## src/design/owbm_pkg.sv

```systemverilog
// Shared types, register map, reset values and CRC helper for the 1-Wire bus master.
`default_nettype none

package owbm_pkg;

  localparam int unsigned AddrWidth = 5;
  localparam int unsigned DataWidth = 32;

  typedef enum logic [2:0] {
    REG_RESET_LOW       = 3'd0,
    REG_PRESENCE_SAMPLE = 3'd1,
    REG_RESET_TAIL      = 3'd2,
    REG_SHORT_LOW       = 3'd3,
    REG_LONG_LOW        = 3'd4,
    REG_READ_SAMPLE     = 3'd5,
    REG_SLOT_LENGTH     = 3'd6
  } reg_idx_e;

  localparam logic [9:0] ResetLowRst       = 10'd480;
  localparam logic [9:0] PresenceSampleRst = 10'd70;
  localparam logic [9:0] ResetTailRst      = 10'd410;
  localparam logic [7:0] ShortLowRst       = 8'd6;
  localparam logic [7:0] LongLowRst        = 8'd60;
  localparam logic [7:0] ReadSampleRst     = 8'd15;
  localparam logic [7:0] SlotLengthRst     = 8'd70;

  localparam logic [7:0] CrcPoly = 8'h8c;

  typedef enum logic [1:0] {
    KIND_TICK  = 2'd0,
    KIND_RESET = 2'd1,
    KIND_WRITE = 2'd2,
    KIND_READ  = 2'd3
  } kind_e;

  typedef enum logic [2:0] {
    PH_IDLE     = 3'd0,
    PH_RST_LOW  = 3'd1,
    PH_RST_WAIT = 3'd2,
    PH_RST_TAIL = 3'd3,
    PH_WRITE    = 3'd4,
    PH_READ     = 3'd5
  } phase_e;

  typedef struct packed {
    logic [9:0] reset_low_us;
    logic [9:0] presence_sample_us;
    logic [9:0] reset_tail_us;
    logic [7:0] short_low_us;
    logic [7:0] long_low_us;
    logic [7:0] read_sample_us;
    logic [7:0] slot_length_us;
  } cfg_t;

  typedef struct packed {
    logic       drive_low;
    logic       busy_res;
    logic       done_res;
    logic       presence;
    logic [7:0] read_data;
    logic [7:0] crc_value;
    logic       rejected;
  } res_t;

  function automatic logic [9:0] max1_10(input logic [9:0] v);
    return (v == 10'd0) ? 10'd1 : v;
  endfunction

  function automatic logic [7:0] max1_8(input logic [7:0] v);
    return (v == 8'd0) ? 8'd1 : v;
  endfunction

  function automatic logic [7:0] crc8_byte(input logic [7:0] crc_in, input logic [7:0] data);
    logic [7:0] crc;
    logic       mix;
    crc = crc_in;
    for (int i = 0; i < 8; i++) begin
      mix = crc[0] ^ data[i];
      crc = {1'b0, crc[7:1]};
      if (mix) begin
        crc = crc ^ CrcPoly;
      end
    end
    return crc;
  endfunction

endpackage

`default_nettype wire

```

## src/design/owbm_regs.sv

```systemverilog
// APB-style configuration register file for the 1-Wire bus master timing.
`default_nettype none

module owbm_regs
  import owbm_pkg::*;
(
  input  wire logic                 clk_i,
  input  wire logic                 rst_ni,
  input  wire logic                 psel,
  input  wire logic                 penable,
  input  wire logic                 pwrite,
  input  wire logic [AddrWidth-1:0] paddr,
  input  wire logic [DataWidth-1:0] pwdata,
  output logic      [DataWidth-1:0] prdata,
  output logic                      pready,
  output cfg_t                      cfg_o
);

  cfg_t     cfg_q;
  logic     wr_en;
  reg_idx_e idx;

  assign pready = 1'b1;
  assign wr_en  = psel & penable & pwrite;
  assign idx    = reg_idx_e'(paddr[AddrWidth-1:2]);

  always_ff @(posedge clk_i or negedge rst_ni) begin
    if (!rst_ni) begin
      cfg_q.reset_low_us       <= ResetLowRst;
      cfg_q.presence_sample_us <= PresenceSampleRst;
      cfg_q.reset_tail_us      <= ResetTailRst;
      cfg_q.short_low_us       <= ShortLowRst;
      cfg_q.long_low_us        <= LongLowRst;
      cfg_q.read_sample_us     <= ReadSampleRst;
      cfg_q.slot_length_us     <= SlotLengthRst;
    end else if (wr_en) begin
      case (idx)
        REG_RESET_LOW:       cfg_q.reset_low_us       <= pwdata[9:0];
        REG_PRESENCE_SAMPLE: cfg_q.presence_sample_us <= pwdata[9:0];
        REG_RESET_TAIL:      cfg_q.reset_tail_us      <= pwdata[9:0];
        REG_SHORT_LOW:       cfg_q.short_low_us       <= pwdata[7:0];
        REG_LONG_LOW:        cfg_q.long_low_us        <= pwdata[7:0];
        REG_READ_SAMPLE:     cfg_q.read_sample_us     <= pwdata[7:0];
        REG_SLOT_LENGTH:     cfg_q.slot_length_us     <= pwdata[7:0];
        default: ;
      endcase
    end
  end

  always_comb begin
    case (idx)
      REG_RESET_LOW:       prdata = {22'd0, cfg_q.reset_low_us};
      REG_PRESENCE_SAMPLE: prdata = {22'd0, cfg_q.presence_sample_us};
      REG_RESET_TAIL:      prdata = {22'd0, cfg_q.reset_tail_us};
      REG_SHORT_LOW:       prdata = {24'd0, cfg_q.short_low_us};
      REG_LONG_LOW:        prdata = {24'd0, cfg_q.long_low_us};
      REG_READ_SAMPLE:     prdata = {24'd0, cfg_q.read_sample_us};
      REG_SLOT_LENGTH:     prdata = {24'd0, cfg_q.slot_length_us};
      default:             prdata = '0;
    endcase
  end

  assign cfg_o = cfg_q;

endmodule

`default_nettype wire

```

## src/design/owbm_fsm.sv

```systemverilog
// Bus timing state machine, bit shifter and CRC-8 accumulator of the 1-Wire bus master.
`default_nettype none

module owbm_fsm
  import owbm_pkg::*;
(
  input  wire logic       clk_i,
  input  wire logic       rst_ni,
  input  cfg_t            cfg_i,
  input  wire logic       accept_i,
  input  wire logic [1:0] kind_i,
  input  wire logic [7:0] write_byte_i,
  input  wire logic       line_level_i,
  output res_t            res_o
);

  phase_e     phase_q, phase_d;
  logic [9:0] tick_q, tick_d;
  logic [2:0] bit_q, bit_d;
  logic [7:0] shift_q, shift_d;
  logic [7:0] crc_q, crc_d;
  logic       pres_q, pres_d;
  logic       drive_q, drive_d;

  kind_e      kind;
  logic       busy;
  logic       is_tick;
  logic       cmd_start;
  logic [9:0] tick_inc;
  logic       rl_end, wait_end, tail_end, slot_end, last_bit;
  logic [7:0] slot8, smp8, smp_pos, low_time;
  logic       smp_hit, low_end;
  logic [7:0] shift_smp;
  logic       done;
  logic [7:0] rdata;

  assign kind      = kind_e'(kind_i);
  assign is_tick   = (kind == KIND_TICK);
  assign cmd_start = accept_i & ~is_tick & ~busy;
  assign tick_inc  = tick_q + 10'd1;
  assign last_bit  = (bit_q == 3'd7);

  always_comb begin
    case (phase_q)
      PH_RST_LOW, PH_RST_WAIT, PH_RST_TAIL, PH_WRITE, PH_READ: busy = 1'b1;
      default: busy = 1'b0;
    endcase
  end

  assign rl_end   = tick_inc >= max1_10(cfg_i.reset_low_us);
  assign wait_end = tick_inc >= max1_10(cfg_i.presence_sample_us);
  assign tail_end = tick_inc >= max1_10(cfg_i.reset_tail_us);
  assign slot8    = max1_8(cfg_i.slot_length_us);
  assign slot_end = tick_inc >= {2'd0, slot8};
  assign smp8     = max1_8(cfg_i.read_sample_us);
  assign smp_pos  = (smp8 > slot8) ? slot8 : smp8;
  assign smp_hit  = (phase_q == PH_READ) && (tick_inc == {2'd0, smp_pos});
  assign low_time = ((phase_q == PH_WRITE) && !shift_q[0]) ? max1_8(cfg_i.long_low_us)
                                                           : max1_8(cfg_i.short_low_us);
  assign low_end  = tick_inc >= {2'd0, low_time};
  assign shift_smp = smp_hit ? {line_level_i, shift_q[7:1]} : shift_q;

  always_comb begin
    phase_d = phase_q;
    if (cmd_start) begin
      case (kind)
        KIND_RESET: phase_d = PH_RST_LOW;
        KIND_WRITE: phase_d = PH_WRITE;
        KIND_READ:  phase_d = PH_READ;
        default:    phase_d = phase_q;
      endcase
    end else if (accept_i && is_tick) begin
      case (phase_q)
        PH_RST_LOW:  if (rl_end) phase_d = PH_RST_WAIT;
        PH_RST_WAIT: if (wait_end) phase_d = PH_RST_TAIL;
        PH_RST_TAIL: if (tail_end) phase_d = PH_IDLE;
        PH_WRITE, PH_READ: if (slot_end && last_bit) phase_d = PH_IDLE;
        default: phase_d = phase_q;
      endcase
    end
  end

  always_comb begin
    tick_d  = tick_q;
    bit_d   = bit_q;
    shift_d = shift_q;
    crc_d   = crc_q;
    pres_d  = pres_q;
    drive_d = drive_q;
    done    = 1'b0;
    rdata   = 8'd0;
    if (cmd_start) begin
      tick_d  = '0;
      bit_d   = '0;
      drive_d = 1'b1;
      case (kind)
        KIND_RESET: begin
          crc_d  = '0;
          pres_d = 1'b0;
        end
        KIND_WRITE: shift_d = write_byte_i;
        KIND_READ:  shift_d = '0;
        default: ;
      endcase
    end else if (accept_i && is_tick && busy) begin
      tick_d = tick_inc;
      case (phase_q)
        PH_RST_LOW: begin
          if (rl_end) begin
            drive_d = 1'b0;
            tick_d  = '0;
          end
        end
        PH_RST_WAIT: begin
          if (wait_end) begin
            pres_d = ~line_level_i;
            tick_d = '0;
          end
        end
        PH_RST_TAIL: begin
          if (tail_end) begin
            tick_d = '0;
            done   = 1'b1;
          end
        end
        PH_WRITE, PH_READ: begin
          if (low_end) drive_d = 1'b0;
          shift_d = shift_smp;
          if (slot_end) begin
            drive_d = 1'b0;
            tick_d  = '0;
            if (phase_q == PH_WRITE) shift_d = {1'b0, shift_q[7:1]};
            if (last_bit) begin
              bit_d = '0;
              done  = 1'b1;
              if (phase_q == PH_READ) begin
                rdata = shift_smp;
                crc_d = crc8_byte(crc_q, shift_smp);
              end
            end else begin
              bit_d   = bit_q + 3'd1;
              drive_d = 1'b1;
            end
          end
        end
        default: ;
      endcase
    end
  end

  always_ff @(posedge clk_i or negedge rst_ni) begin
    if (!rst_ni) begin
      phase_q <= PH_IDLE;
      tick_q  <= '0;
      bit_q   <= '0;
      shift_q <= '0;
      crc_q   <= '0;
      pres_q  <= 1'b0;
      drive_q <= 1'b0;
    end else begin
      phase_q <= phase_d;
      tick_q  <= tick_d;
      bit_q   <= bit_d;
      shift_q <= shift_d;
      crc_q   <= crc_d;
      pres_q  <= pres_d;
      drive_q <= drive_d;
    end
  end

  always_comb begin
    res_o.drive_low = drive_d;
    case (phase_d)
      PH_RST_LOW, PH_RST_WAIT, PH_RST_TAIL, PH_WRITE, PH_READ: res_o.busy_res = 1'b1;
      default: res_o.busy_res = 1'b0;
    endcase
    res_o.done_res  = done;
    res_o.presence  = pres_d;
    res_o.read_data = rdata;
    res_o.crc_value = crc_d;
    res_o.rejected  = accept_i & ~is_tick & busy;
  end

endmodule

`default_nettype wire

```

## src/design/one_wire_bus_master_core.sv

```systemverilog
// Top level of the 1-Wire bus master with running CRC-8 over bytes read.
`default_nettype none

// Each transaction on the input channel is one microsecond tick carrying the
// sampled line level, or a command (reset with presence detect, write byte,
// read byte). Every input transaction yields exactly one result transaction,
// delivered through an output register. One input is taken per clock
// cycle; the input stalls only while a result is held in the output register
// and the output is stalled. Timing registers are written over the APB port
// at byte address 4*index and should only be changed while the block is idle.
module one_wire_bus_master_core
  import owbm_pkg::*;
(
  input  wire logic                 clk_i,
  input  wire logic                 rst_ni,
  input  wire logic                 in_valid_i,
  output logic                      in_stall_o,
  input  wire logic [1:0]           kind_i,
  input  wire logic [7:0]           write_byte_i,
  input  wire logic                 line_level_i,
  output logic                      out_valid_o,
  input  wire logic                 out_stall_i,
  output logic                      drive_low_o,
  output logic                      busy_res_o,
  output logic                      done_res_o,
  output logic                      presence_o,
  output logic      [7:0]           read_data_o,
  output logic      [7:0]           crc_value_o,
  output logic                      rejected_o,
  input  wire logic                 psel,
  input  wire logic                 penable,
  input  wire logic                 pwrite,
  input  wire logic [AddrWidth-1:0] paddr,
  input  wire logic [DataWidth-1:0] pwdata,
  output logic      [DataWidth-1:0] prdata,
  output logic                      pready
);

  cfg_t cfg;
  res_t res_d, res_q;
  logic accept;
  logic out_valid_q, out_valid_d;

  owbm_regs u_regs (
    .clk_i   (clk_i),
    .rst_ni  (rst_ni),
    .psel    (psel),
    .penable (penable),
    .pwrite  (pwrite),
    .paddr   (paddr),
    .pwdata  (pwdata),
    .prdata  (prdata),
    .pready  (pready),
    .cfg_o   (cfg)
  );

  assign in_stall_o = out_valid_q & out_stall_i;
  assign accept     = in_valid_i & ~in_stall_o;

  owbm_fsm u_fsm (
    .clk_i        (clk_i),
    .rst_ni       (rst_ni),
    .cfg_i        (cfg),
    .accept_i     (accept),
    .kind_i       (kind_i),
    .write_byte_i (write_byte_i),
    .line_level_i (line_level_i),
    .res_o        (res_d)
  );

  assign out_valid_d = accept | (out_valid_q & out_stall_i);

  always_ff @(posedge clk_i or negedge rst_ni) begin
    if (!rst_ni) begin
      out_valid_q <= 1'b0;
    end else begin
      out_valid_q <= out_valid_d;
    end
  end

  always_ff @(posedge clk_i) begin
    if (accept) begin
      res_q <= res_d;
    end
  end

  assign out_valid_o = out_valid_q;
  assign drive_low_o = res_q.drive_low;
  assign busy_res_o  = res_q.busy_res;
  assign done_res_o  = res_q.done_res;
  assign presence_o  = res_q.presence;
  assign read_data_o = res_q.read_data;
  assign crc_value_o = res_q.crc_value;
  assign rejected_o  = res_q.rejected;

endmodule

`default_nettype wire
```

## config.mk

```make
export PLATFORM = sky130hd
export DESIGN_NAME = one_wire_bus_master_core
export DESIGN_NICKNAME = d
export VERILOG_FILES = /design/src/design/owbm_pkg.sv /design/src/design/owbm_regs.sv /design/src/design/owbm_fsm.sv /design/src/design/one_wire_bus_master_core.sv
export SDC_FILE = /design/constraint.sdc
export NUM_CORES = 1
export LEC_CHECK = 0
export ABC_AREA = 0
export BUFFER_PORTS_ARGS = -buffer_cell sky130_fd_sc_hd__buf_2
export CORE_MARGIN = 4
export CORE_UTILIZATION = 63
export DETAILED_ROUTE_END_ITERATION = 16
export PLACE_DENSITY = 0.83
export SKIP_LAST_GASP = 1
export SYNTH_ARGS = -nofsm -noshare
export SYNTH_HDL_FRONTEND = slang
export SYNTH_SLANG_ARGS = --single-unit
```

## constraint.sdc

```tcl
create_clock -name clk_i -period 8.3 [get_ports clk_i]
set_clock_uncertainty 0.1 [all_clocks]
set_input_delay 0.83 -clock clk_i [delete_from_list [all_inputs] [get_ports clk_i]]
set_output_delay 0.83 -clock clk_i [all_outputs]
set_load 0.005 [all_outputs]
```

# Yosys cells after proc, flatten, opt, wreduce, memory -nomap -nowiden
# Index checks and enable logic that the tools add are counted.
dict set report word_totals {
  reg_bits 118
  out_inout_bits 56
  inputBits 55
  word_cells 229
}
dict set report op_classes {
  magnitude_cmp 6
  bitwise_logic 33
  n_mux 112
  eq_ne 22
  add_sub_neg 2
  n_reduce_logical 32
}
# op count
set ops {}
lappend ops {{8-bit two-way mux} 69}
lappend ops {{10-bit two-way mux} 9}
lappend ops {{10-bit one-hot mux with 7 select lines} 1}
lappend ops {{10-bit one-hot mux with 4 select lines} 1}
lappend ops {{3-bit two-way mux} 11}
lappend ops {{8-bit zero test} 4}
lappend ops {{10-bit >= comparator} 3}
lappend ops {{10-bit zero test} 3}
lappend ops {{3-bit == test, second input constant} 8}
lappend ops {{2-bit inverter with 3-bit output} 8}
lappend ops {{10-bit by 8-bit >= comparator with 1-bit output} 2}
lappend ops {{3-bit by 2-bit == test with 1-bit output, second input constant} 6}
lappend ops {{1-bit two-way mux} 16}
lappend ops {{8-bit one-hot mux with 2 select lines} 1}
lappend ops {{2-bit AND reduction} 7}
lappend ops {{3-bit one-hot mux with 4 select lines} 1}
lappend ops {{10-bit by 1-bit adder with 10-bit output, second input constant} 1}
lappend ops {{10-bit by 8-bit == test with 1-bit output} 1}
lappend ops {{5-bit OR reduction} 2}
lappend ops {{3-bit by 1-bit == test with 1-bit output, second input constant} 3}
lappend ops {{1-bit inverter} 9}
lappend ops {{3-bit one-hot mux with 3 select lines} 1}
lappend ops {{8-bit greater-than comparator} 1}
lappend ops {{1-bit bitwise XOR} 8}
lappend ops {{other kinds (15)} 31}

# Logic depth before layout (Yosys ltp)
dict set report logic_depth {
  word_depth 71
  depth_mapped 18
}

# Modules after synthesis
# A second synthesis with hierarchy kept.
dict set report unflattened {
  cells_unflattened 755
  area_unflattened_um2 7906.3
}
# module cells_each n_inst area_per_inst_um2 seq_area_each_um2
set modules_own_cells {}
lappend modules_own_cells {owbm_fsm 500 1 4076.4 850.8}
lappend modules_own_cells {owbm_regs 230 1 3149.3 1582.8}
lappend modules_own_cells {one_wire_bus_master_core 25 1 680.7 655.6}

# Least setup slack after synthesis
# Ideal clock, no wire load.
dict set report synth_timing {
  kind {reg-to-reg}
  startpoint {register u_regs.cfg_q, in the netlist u_regs.cfg_o[2]}
  endpoint {register res_q, in the netlist crc_value_o[2] (data pin)}
  slack_ns 4.017
  path_buffers 2
  arrival_time_ns 3.914
  stages_incl_launch_ff 19
  t_required_ns 7.931
  synth_period_minus_slack_ns 4.283
  path_cell_list {dfstp_2 -> nor4_1 -> a41oi_1 -> inv_1 -> ha_1 -> nor2b_1 -> o211ai_1 -> a211oi_1 -> buf_2 -> nor3b_1 -> o21ai_0 -> nand3_1 -> nor4_2 -> buf_6 -> mux2i_2 -> xnor2_4 -> xnor3_1 -> xnor3_1 -> o2bb2ai_1}
}
# item line_no
set synth_rtl {}
lappend synth_rtl {{start, declared} owbm_regs.sv:19} ;# cfg_t cfg_q;
lappend synth_rtl {{end signal, assigned} one_wire_bus_master_core.sv:83} ;# res_q <= res_d;
lappend synth_rtl {{end, declared} one_wire_bus_master_core.sv:40} ;# res_t res_d, res_q;

==> reports/qor.csv <==
stage;metric;value;unit
route;drt_drc_violations_left;0;
timing;worst-slew-pin-transition;1.246;ns
timing;final_hold_viol_count;0;
power;total_power;0.002179;W
layout;fin_util;72.16;%
logic_synthesis;synth-compound-area-share;15.91;%
logic_synthesis;post_synth_fa_ha_maj_area_fraction;9.264;%
cts;cts_tree;built;
grt;groute.usage.overall;28.48;%
cts;ctsLongestPathBuffers;2;
cts;clkSinkCount;118;
logic_synthesis;synthesis.area;7699;um^2
timing;timing_max_transition_violations_final;0;
setup_path;worst_setup_path_end_kind;register;
logic_synthesis;synthSimpleGateAreaFrac;12.09;%
timing;final.min_clock_period;5.188;ns
power;ir_drop;0.1827;mV
setup_path;regToRegStartpoint;u_regs.cfg_o[6];
logic_synthesis;main_combinational_cell_family_by_area_after_synthesis;compound AO/OA/AOI/OAI gates;
setup_path;worst_ep_required_time;8.36;ns
cts;cts-root-buf;sky130_fd_sc_hd__clkbuf_16;
timing;timing.fmax;192.7;MHz
floorplanning;design.core.area;12010;um^2
setup_path;timing.reg2reg.worst_path_depth;17;
route;initialDrtViolationCount;463;
route;wire_per_inst;20.11;um
cts;cts_setup_buffers;0;
grt;first_global_vias;6196;
layout;layout.area.seq;3089;um^2
logic_synthesis;post_synth_xor_area_fraction;4.697;%
cts;worstSkewPairLatency;0.42;ns
layout;mostFrequentLayoutCells;sky130_fd_sc_hd__dfrtp_1, sky130_fd_sc_hd__buf_2, sky130_fd_sc_hd__ha_1, sky130_fd_sc_hd__inv_1, sky130_fd_sc_hd__mux2_2;
power;power-per-cell-area;251.4;nW/um^2
grt;globalRouteOverflowTotal;0;
route;via_per_inst;6.407;
floorplanning;die_height;118.5;um
timing;hold_slack;0.2307;ns
status;outcome;finished, final reports clean;
placement;number_of_buffers_inserted_by_port_buffering;63;
setup_path;critical_path.startpoint_type;register;
logic_synthesis;synth-main-ff-cell;sky130_fd_sc_hd__dfrtp_1;
setup_path;worst_ep_arrival_time;5.25;ns
cts;cts-buffers-inserted;17;
logic_synthesis;yosys_warnings;0;
layout;number_of_nets_in_the_layout;915;
logic_synthesis;post_synth_mux_area_share;11.69;%
setup_path;worst-setup-path-type;register to register;
layout;layout.cells.most_common;sky130_fd_sc_hd__dfrtp_1;
grt;grt_max_degree;69;
logic_synthesis;ys_seq_area_share;40.13;%
logic_synthesis;synth.avg_cell_area;10.33;um^2
setup_path;worst-r2r-setup-slack;3.11;ns
logic_synthesis;post_synth_inst_count;745;
timing;relSlewSlack;16.29;%
cts;worst_setup_hold_path_clk_slew;0.05;ns
logic_synthesis;number_of_flops_mapped_to_enable_cells_by_yosys;21;
route;detailroute.via_count;6170;
layout;antennaDiodeCount;0;
logic_synthesis;post_synth_num_cell_types;71;
logic_synthesis;postSynthRegisterBits;118;
grt;grt_pass1_wl;31.87;mm
power;cellLeakagePower;4.206;nW
layout;multi_input_comb_area;4223;um^2
floorplanning;die_width;118.5;um
hold_path;hold_path_class;primary input to async pin;
route;finalWirelength;19.36;mm
route;detail-route-antenna-nets;0;
timing;grt_setup_unrepaired;no;
setup_path;worstReg2RegEnd;crc_value_o[2];
placement;place_hpwl;14.21;mm
logic_synthesis;ys_async_sr_fraction;82.20;%
cts;cts.hold.buffers_added;0;
layout;drive_gt1_share;23.16;%
grt;grt_antenna_before_repair;0;
timing;setup-tns-final;0;ns
floorplanning;initial_core_util;64.09;%
layout;syn_to_final_growth;12.58;%
layout;fillerInstances;852;
cts;ctsResizeCount;0;
floorplanning;core.rowCount;40;
timing;finalSetupViolCount;0;
placement;gp_congestion;0.9601;
setup_path;worstPathMaxFanout;13;
floorplanning;design.die.area;14050;um^2
floorplanning;pin_count;111;
run;cap_violations;0;
route;drt-pass1-iter-count;5;
timing;fraction_of_the_cycle_the_final_worst_path_needs;62.51;%
cts;h_tree_level_count;4;
==> layer usage <==
metal | global-route usage [%] | wire [um]
met1 | 35.92 | 7883
met2 | 47.74 | 9547
met3 | 5.455 | 1237
met4 | 12.53 | 696
met5 | 0 | 0
==> power by group <==
group / switching, W / total (W) / internal (W)
clock: 0.000251 / 0.000753 / 0.000502
combinational: 0.000330 / 0.000633 / 0.000304
sequential: 0.000102 / 0.000792 / 0.000690
total: 0.000683 / 0.00218 / 0.00150
==> synth_stat cells (13+ instances only) <==
cell / count / area (um^2)
sky130_fd_sc_hd__nor3_1: 21 / 105.1
sky130_fd_sc_hd__a21o_1: 31 / 232.7
sky130_fd_sc_hd__a22oi_1: 13 / 97.59
sky130_fd_sc_hd__a21oi_1: 27 / 135.1
sky130_fd_sc_hd__nor2_1: 41 / 153.9
sky130_fd_sc_hd__a22o_1: 13 / 113.9
sky130_fd_sc_hd__xnor2_1: 17 / 148.9
sky130_fd_sc_hd__dfrtp_1: 72 / 1802
sky130_fd_sc_hd__dfstp_2: 25 / 656.9
sky130_fd_sc_hd__buf_4: 23 / 172.7
sky130_fd_sc_hd__nand3_1: 13 / 65.06
sky130_fd_sc_hd__inv_1: 46 / 172.7
sky130_fd_sc_hd__o21ai_0: 31 / 155.2
sky130_fd_sc_hd__ha_1: 57 / 713.2
sky130_fd_sc_hd__mux2_2: 46 / 518.0
sky130_fd_sc_hd__clkbuf_1: 26 / 97.59
sky130_fd_sc_hd__nand2_1: 41 / 153.9
sky130_fd_sc_hd__mux2i_1: 30 / 300.3
sky130_fd_sc_hd__edfxtp_1: 21 / 630.6
==> critical path, stage by stage (launching register included) <==
cell                        delay (ns)
sky130_fd_sc_hd__dfstp_2          0.55
sky130_fd_sc_hd__inv_1            0.10
sky130_fd_sc_hd__a41oi_1          0.29
sky130_fd_sc_hd__inv_1            0.12
sky130_fd_sc_hd__ha_1             0.31
sky130_fd_sc_hd__nand4_1          0.07
sky130_fd_sc_hd__nor2_1           0.05
sky130_fd_sc_hd__a21oi_1          0.73
sky130_fd_sc_hd__nor2_1           0.23
sky130_fd_sc_hd__mux2i_1          0.26
sky130_fd_sc_hd__xnor2_1          0.11
sky130_fd_sc_hd__nor4_2           0.28
sky130_fd_sc_hd__buf_4            0.26
sky130_fd_sc_hd__mux2i_2          0.38
sky130_fd_sc_hd__xnor2_4          0.18
sky130_fd_sc_hd__xnor3_1          0.41
sky130_fd_sc_hd__xnor3_1          0.40
sky130_fd_sc_hd__o2bb2ai_1        0.09
==> metrics by stage <==
stage,area (um^2),setup slack (ns),instances
after floorplan,7777,4.017,766
after global placement,8054,3.347,931
after global routing,8667,2.735,963
final,8667,3.112,963
after detailed placement,8054,3.156,931
after CTS,8667,3.136,963
==> cells by family after synthesis <==
logic type                 after synthesis
and+or+nand+nor                        182
AOI/OAI and AO/OA                      174
DFF                                    118
buffers and inverters                  100
muxes                                   80
adders and majority gates               57
xor gates and xnor gates                32
other                                    2
==> worst max-delay path by stage <==
stage | start | end | cells past startpoint
2_1_floorplan | u_regs.cfg_o[2] | crc_value_o[2] | 18
3_3_place_gp | u_regs.cfg_o[6] | crc_value_o[2] | 17
3_5_place_dp | u_regs.cfg_o[6] | crc_value_o[2] | 17
4_1_cts | u_regs.cfg_o[6] | crc_value_o[2] | 17
5_1_grt | u_regs.cfg_o[6] | crc_value_o[2] | 17
6_report | u_regs.cfg_o[6] | crc_value_o[2] | 17
==> layout make-up <==
cell class	instances	share of cell area, %
multi-input cells	548	48.72
flip-flops and latches	118	35.64
inverters	46	1.992
repair buffers	72	4.446
well taps	147	2.122
clock buffers	24	5.673
clock inverters	8	1.400
==> flip-flops by register name, indices dropped and copies added (netlist names) <==
register,count
busy_res_o,1
crc_value_o,8
done_res_o,1
drive_low_o,1
out_valid_o,1
presence_o,1
read_data_o,8
rejected_o,1
u_fsm.bit_q,3
u_fsm.crc_q,8
u_fsm.drive_q,1
u_fsm.phase_q,3
u_fsm.pres_q,1
u_fsm.shift_q,8
u_fsm.tick_q,10
u_regs.cfg_o,62
Power figures use the tool's default switching activity.
